==> config.mk <==
export PLATFORM = sky130hd
export DESIGN_NAME = besa_ctrl
export DESIGN_NICKNAME = d
export VERILOG_FILES = /design/src/sv/besa_pkg.sv /design/src/sv/besa_ctrl.sv
export VERILOG_INCLUDE_DIRS = /design/src /design/src/sv
export SDC_FILE = /design/constraint.sdc
export NUM_CORES = 1
export LEC_CHECK = 0
export BUFFER_PORTS_ARGS = -buffer_cell sky130_fd_sc_hd__buf_2
export CORE_MARGIN = 10
export CORE_UTILIZATION = 48
export CTS_CLUSTER_SIZE = 14
export DETAILED_ROUTE_END_ITERATION = 10
export PLACE_DENSITY = 0.79
export RECOVER_POWER = 50
export SLEW_MARGIN = 20
export SYNTH_ARGS = -nofsm -noshare
export SYNTH_HDL_FRONTEND = slang
export SYNTH_SLANG_ARGS = --single-unit
==> constraint.sdc <==
create_clock -name clock -period 2 [get_ports clock]
set_input_delay 0.5 -clock clock [delete_from_list [all_inputs] [get_ports clock]]
set_output_delay 0.5 -clock clock [all_outputs]
set_load 0.01 [all_outputs]
==> src/sv/beam_element_stiffness_accumulate_defines.svh <==
// ----------------------------------------------------------------------------
// Assertion macros for the beam element stiffness accumulator
// Shared wrappers so that every checked module writes its properties alike.
// ----------------------------------------------------------------------------
`ifndef BEAM_ELEMENT_STIFFNESS_ACCUMULATE_DEFINES_SVH
`define BEAM_ELEMENT_STIFFNESS_ACCUMULATE_DEFINES_SVH

// Generic clocked assertion with a synchronous reset that disables it.
`define BESA_ASSERT(label, clk, rst, prop, msg) \
   label: assert property (@(posedge clk) disable iff (rst) prop) else $error(msg);

// The same on the block's own clock and reset.
`define BESA_CHECK(label, prop, msg) \
   `BESA_ASSERT(label, clock, reset, prop, msg)

`endif

==> src/sv/besa_pkg.sv <==
// ----------------------------------------------------------------------------
// besa_pkg
// Shared widths, register codes and controller-to-datapath bundles.
// ----------------------------------------------------------------------------
package besa_pkg;

   localparam int IDX_W       = 3;   // basis, row and column index
   localparam int CNT_W       = 4;   // basis_count register
   localparam int DATA_W      = 32;  // Q16.16 operands
   localparam int FRAC_W      = 16;
   localparam int STIFF_W     = 31;  // unsigned stiffness registers
   localparam int ACC_W       = 64;  // Q32.32 accumulator entries
   // Accumulator address sized for the largest supported element (8 x 8).
   localparam int ACC_ADDR_W  = 6;
   localparam int CSR_INDEX_W = 2;
   localparam int CSR_DATA_W  = 31;
   localparam int REQ_TDATA_W = 104;
   localparam int RSP_TDATA_W = 72;

   localparam logic [CSR_INDEX_W-1:0] CSR_BASIS_COUNT     = 2'd0;
   localparam logic [CSR_INDEX_W-1:0] CSR_BEND_STIFFNESS  = 2'd1;
   localparam logic [CSR_INDEX_W-1:0] CSR_SHEAR_RIGIDITY  = 2'd2;
   localparam logic [CSR_INDEX_W-1:0] CSR_STIFFNESS_RATIO = 2'd3;

   localparam logic [CNT_W-1:0]   BASIS_COUNT_RESET = 4'd4;
   localparam logic [STIFF_W-1:0] ONE_Q16           = 31'd65536;

   typedef struct packed {
      logic                  accept;      // request taken this cycle
      logic                  row_rd;      // read the basis row store
      logic [IDX_W-1:0]      row_addr;
      logic                  row_cap;     // hold row i terms for the pass
      logic                  pair_issue;  // start one (i, j) update
      logic                  emit_rd;     // read one accumulator entry out
      logic [ACC_ADDR_W-1:0] acc_addr;
      logic                  emit_load;   // move read entry into output register
      logic                  emit_clear;  // matrix fully emitted, clear it
      logic [IDX_W-1:0]      out_row;
      logic [IDX_W-1:0]      out_col;
      logic                  out_last;
   } cmd_type;

   typedef struct packed {
      logic pipe_busy;
      logic out_free;
   } status_type;

endpackage

==> src/sv/besa_ctrl.sv <==
// ----------------------------------------------------------------------------
// besa_ctrl
// Sequencer for row storage, the per-point update pass and matrix emission.
// ----------------------------------------------------------------------------
`include "beam_element_stiffness_accumulate_defines.svh"

module besa_ctrl #(
   parameter int MAX_BASIS = 8
) (
   input  logic                         clock,
   input  logic                         reset,
   input  logic                         req_tvalid,
   output logic                         req_tready,
   input  logic [besa_pkg::IDX_W-1:0]   req_index,
   input  logic                         req_last_point,
   input  logic [$clog2(MAX_BASIS)-1:0] n_m1,
   input  besa_pkg::status_type         status,
   output besa_pkg::cmd_type            cmd
);
   import besa_pkg::*;

   localparam int IW = $clog2(MAX_BASIS);

   localparam logic [2:0] ST_IDLE    = 3'd0;
   localparam logic [2:0] ST_ROW     = 3'd1;
   localparam logic [2:0] ST_ROWCAP  = 3'd2;
   localparam logic [2:0] ST_PAIR    = 3'd3;
   localparam logic [2:0] ST_DRAIN   = 3'd4;
   localparam logic [2:0] ST_EMIT_RD = 3'd5;
   localparam logic [2:0] ST_EMIT_LD = 3'd6;

   logic [2:0]    state_ff, state_in;
   logic [IW-1:0] i_ff, i_in;
   logic [IW-1:0] j_ff, j_in;
   logic          last_pt_ff, last_pt_in;
   logic          accept;
   logic          i_last;
   logic          j_last;

   always_comb begin
      state_in   = state_ff;
      i_in       = i_ff;
      j_in       = j_ff;
      last_pt_in = last_pt_ff;
      cmd        = '0;
      req_tready = (state_ff == ST_IDLE);
      accept     = req_tvalid && req_tready;
      i_last     = (i_ff == n_m1);
      j_last     = (j_ff == n_m1);

      cmd.accept   = accept;
      cmd.row_addr = IDX_W'(j_ff);
      cmd.acc_addr = ACC_ADDR_W'(32'(i_ff) * MAX_BASIS + 32'(j_ff));
      cmd.out_row  = IDX_W'(i_ff);
      cmd.out_col  = IDX_W'(j_ff);
      cmd.out_last = i_last && j_last;

      case (state_ff)
         ST_IDLE: begin
            if (accept && (req_index == IDX_W'(n_m1))) begin
               last_pt_in = req_last_point;
               i_in       = '0;
               j_in       = '0;
               state_in   = ST_ROW;
            end
         end
         ST_ROW: begin
            cmd.row_rd   = 1'b1;
            cmd.row_addr = IDX_W'(i_ff);
            state_in     = ST_ROWCAP;
         end
         ST_ROWCAP: begin
            cmd.row_cap = 1'b1;
            j_in        = '0;
            state_in    = ST_PAIR;
         end
         ST_PAIR: begin
            cmd.row_rd     = 1'b1;
            cmd.pair_issue = 1'b1;
            if (j_last) begin
               j_in = '0;
               if (i_last) begin
                  state_in = ST_DRAIN;
               end else begin
                  i_in     = i_ff + 1'b1;
                  state_in = ST_ROW;
               end
            end else begin
               j_in = j_ff + 1'b1;
            end
         end
         ST_DRAIN: begin
            if (!status.pipe_busy) begin
               i_in     = '0;
               j_in     = '0;
               state_in = last_pt_ff ? ST_EMIT_RD : ST_IDLE;
            end
         end
         ST_EMIT_RD: begin
            cmd.emit_rd = 1'b1;
            state_in    = ST_EMIT_LD;
         end
         ST_EMIT_LD: begin
            if (status.out_free) begin
               cmd.emit_load = 1'b1;
               if (i_last && j_last) begin
                  cmd.emit_clear = 1'b1;
                  state_in       = ST_IDLE;
               end else begin
                  state_in = ST_EMIT_RD;
                  if (j_last) begin
                     j_in = '0;
                     i_in = i_ff + 1'b1;
                  end else begin
                     j_in = j_ff + 1'b1;
                  end
               end
            end
         end
         default: begin
            state_in = ST_IDLE;
         end
      endcase
   end

   always_ff @(posedge clock) begin
      if (reset) begin
         state_ff   <= ST_IDLE;
         i_ff       <= '0;
         j_ff       <= '0;
         last_pt_ff <= 1'b0;
      end else begin
         state_ff   <= state_in;
         i_ff       <= i_in;
         j_ff       <= j_in;
         last_pt_ff <= last_pt_in;
      end
   end

   // Emission must only start once every update of the pass has landed.
   `BESA_CHECK(a_emit_after_drain, (state_ff == ST_EMIT_RD) |-> !status.pipe_busy, "emit while busy")
   // Pair counters stay inside the active element during a pass.
   `BESA_CHECK(a_pair_in_range, (state_ff == ST_PAIR) |-> (i_ff <= n_m1) && (j_ff <= n_m1), "pair out of range")
   // A finished pass leaves the pair pipeline idle before new requests are taken.
   `BESA_CHECK(a_idle_quiet, (state_ff == ST_IDLE) && $past(state_ff == ST_DRAIN) |-> !status.pipe_busy, "idle while busy")

endmodule

==> metrics.md <==
| Metric | Value |
|---|---|
| Die area | 4060 um2 |
| Post-synth top area share | 21.8% |
| CP required | ~1.5 ns |
| Share of layout cells above drive strength 1 | about 47% |
| RR Startpoint | j_ff[1]$_SDFFE_PP0P_ |
| #FFs+latches synth | 10 |
| Most frequent cell after synthesis | dfxtp_1 |
| Clock Sinks | 10 |
| Core area | 1760 um2 |
| Worst path arrival time | 1.50 ns |
| Placed insts | about 170 |
| Hold Crit Class | in2reg |
| HPWL Detailed | ~2200 um |
| Die width | approximately 64 um |
| Leakage | approximately 0.6 nW |
| CP Launch Type | register |
| DRC errors left | 0 |
| Minimum clock period | between 1.5 and 2 ns |
| Sw Ratio | 36.8% |
| First-pass GRT wire length | between 4000 and 5000 um |
| Number of synthesized flops with an enable pin | 0 |
| Buf/Inv on CP | 1 |
| Post-synth top cells | 10 x dfxtp_1, 8 x nor2_1, 7 x buf_4, 7 x nand2_1, 6 x xnor2_1 |
| Row Count | 15 |
| Clock Power Share | ~22% |
| Die Ht | between 60 and 70 um |
| Part of the power in combinational logic | 44.4% |
| Rel. slew slack | roughly three fifths |
| Flop pwr share | 34.1% |
| Pre-antenna DRT Iters | 4 |
| Hold Path Sink | last_pt_ff$_SDFFE_PP0P_ |
| Largest net degree at the start of global routing | 12 |
| Initial detailed-routing violation count | 30 |
| Htree depth | 1 |
| Number of vias per cell | 5.76 |
| Async set or reset register ratio after synthesis | 0% |
| VDD IR max | between 0.3 and 0.4 mV |
| Layout Utilization | 68.9% |
| Synth cell types | 46 |
| Crit-path max FO | 8 |
| GRT overflow | 0 |
| Max stage delay cell, worst path | dfxtp_4 |
| Internal | ~0.42 mW |
| Clock buffer depth | 2 |
| CP delay by family, top | simple AND/OR/NAND/NOR gates |
| FMAX | ~500 MHz |
| Syn Nets | between 100 and 150 |
| Post-Route WL | between 2000 and 3000 um |
| Setup violations, final | 0 |
| N_diodes | 0 |
| Hold_ws | approximately 0.47 ns |
| Clock root cell | clkbuf_4 |
| Latest clock arrival within the worst-skew pair | around 0.27 ns |
| Setup Skew | roughly 0.0034 ns |
| CP endpoint kind | output port |
| Mapped Cells | 113 |
| YS warnings | 0 |
| Fill count | ~150 |
| Final cell count without fillers | between 150 and 200 |
| Total Power | 0.657 mW |
| Port bufs | 35 |
| Post-DP Area | around 1100 um2 |
| WL per Instance | between 15 and 20 um |
| Clock tree from TritonCTS | yes |
| R2R setup slack | approximately 0.18 ns |
| Reg2reg end | i_ff[0]$_SDFFE_PP0P_ |
| Hold buffers post-CTS | 0 |
| Crit path cell chain | and2b_2, and2_4, mux2_2, buf_6 |
| Total track usage | 13.7% |
| MaxCap Viol Count | 0 |
| Final hold viol count | 0 |
| PD cells | around 540 nW/um2 |
| WS Path Type | reg2out |
| Synth top area cells | dfxtp_1 22%, buf_4 5.7%, xnor2_1 5.7% |
| Post-route ant nets | 0 |
| Final layout net count | approximately 170 |
| Period utilization | between 90% and 100% |
| Clock slew at reported path FFs | ~0.06 ns |
| Sequential area share after synthesis | a little over a fifth |
| Vias | ~1000 |
| Gpl congestion | around 0.87 |
| Sw Pwr | around 0.24 mW |
| Worst R2R Path Depth | 6 |
| CTS Buf Count | 3 |
| Number of global-route vias before repair | 996 |
| Status | finished clean |
| Antenna violations before repair | 0 |
| Hold path startpoint | req_last_point |
| Synthesized area | about 920 um2 |
| I/O pins | 36 |
| Area Overhead vs Synth | 32.6% |
| Synth Flop Type | dfxtp_1 |
| Max-slew violations | 0 |
| Avg Inst Size Synth | 8.12 um2 |
| Worst-Margin Slew | 0.581 ns |
| Yosys top cell by area | dfxtp_1 |
| Final instance area | 1220 um2 |
| Initial Util | about 52% |
| Hold Path Stages | 3 |
| CP max stage delay | approximately 0.37 ns |
| RSZ-0062 raised after global routing | true |
==> layout make-up <==
cell class	instances	area (um2)	area share (%)
inverter	5	18.8	1.54
tap	25	31.3	2.57
sequential	10	209	17.2
timing repair buffer	47	274	22.5
clock buffer	3	22.5	1.85
multi-input combinational	87	661	54.3
==> how the worst max path moves through the flow <==
stage / cells past startpoint / from / slack [ns] / to
global route: 4 / state_ff[2]$_SDFFE_PP0P_ / -0.02 / cmd[20]
finish: 4 / state_ff[2]$_SDFFE_PP0P_ / 0.002 / cmd[20]
CTS: 4 / state_ff[2]$_SDFFE_PP0P_ / 0.001 / cmd[19]
detailed placement: 7 / n_m1[2] / -0.04 / j_ff[2]$_SDFFE_PP0P_
global placement: 5 / n_m1[2] / 0.04 / cmd[0]
floorplan: 5 / n_m1[2] / 0.19 / i_ff[0]$_SDFFE_PP0P_
==> layout by cell type, fill, tap and decap left out, types with 2 or more instances in the layout <==
cell type,Yosys,final
a21oi_1,5,5
and2_1,3,2
and3_1,3,3
and3_4,2,2
buf_2,2,30
buf_4,7,10
buf_6,1,3
clkbuf_1,1,4
clkbuf_4,0,3
dfxtp_1,10,5
dfxtp_2,0,4
ha_1,2,2
inv_1,5,5
mux2_2,3,3
mux2i_1,2,2
nand2_1,7,7
nand3_1,2,2
nand4_1,2,2
nor2_1,8,7
nor2b_1,5,4
nor3_1,5,4
o21ai_0,3,3
o21ai_1,3,2
o21ai_2,2,3
xnor2_1,6,4
xnor2_2,0,2
xor2_2,1,2
==> routing by layer <==
layer | track usage [%] | vias up | routed length, um
met3 | 3.71 | 7 | 216
met1 | 15.3 | 477 | 1260
met2 | 23.9 | 56 | 1480
met4 | 5.74 | 0 | 46
met5 | 0 | - | 0
li1 | - | 480 | -
==> per-stage QoR <==
| step | setup TNS, ns | setup WS [ns] |
|---|---|---|
| detailed placement | -0.0395 | -0.0395 |
| global route | -0.0855 | -0.0249 |
| global placement | 0 | 0.0446 |
| floorplan | 0 | 0.192 |
| CTS | 0 | 0.000980 |
| finish | 0 | 0.00237 |
==> worst min-delay path, stage by stage <==
cell     delay (ns)
buf_2          0.07
mux2i_1        0.05
nor2_1         0.08
==> what timing repair did <==
action,CTS,global route
resized for setup,4,16
setup endpoints to repair,4,6
setup buffers,1,2
endpoints found under the hold margin,0,0
pin swaps,0,3
==> flip-flops by register name, indices dropped and copies added (netlist names) <==
register and cells:
state_ff 3, i_ff 3, last_pt_ff 1, j_ff 3
==> power by group through the flow <==
stage / logic, mW / registers [mW] / clock network (mW)
detailed placement: 0.269 / 0.226 / 0
global route: 0.314 / 0.225 / 0.152
floorplan: 0.189 / 0.215 / 0
global placement: 0.263 / 0.225 / 0
CTS: 0.281 / 0.220 / 0.144
finish: 0.292 / 0.224 / 0.141
==> cells by family after synthesis <==
| kind of cell | count (synthesis) | share of synthesized area (%) |
|---|---|---|
| buffers and inverters | 16 | 10.5 |
| XOR/XNOR | 9 | 9.41 |
| flip-flops | 10 | 21.8 |
| adder cells (fa/ha/maj) | 2 | 2.73 |
| AND/OR/NAND/NOR | 44 | 28.2 |
| AO/OA/AOI/OAI | 26 | 19.8 |
| multiplexers | 6 | 7.50 |
No activity file was read; power rests on OpenSTA's default activity.
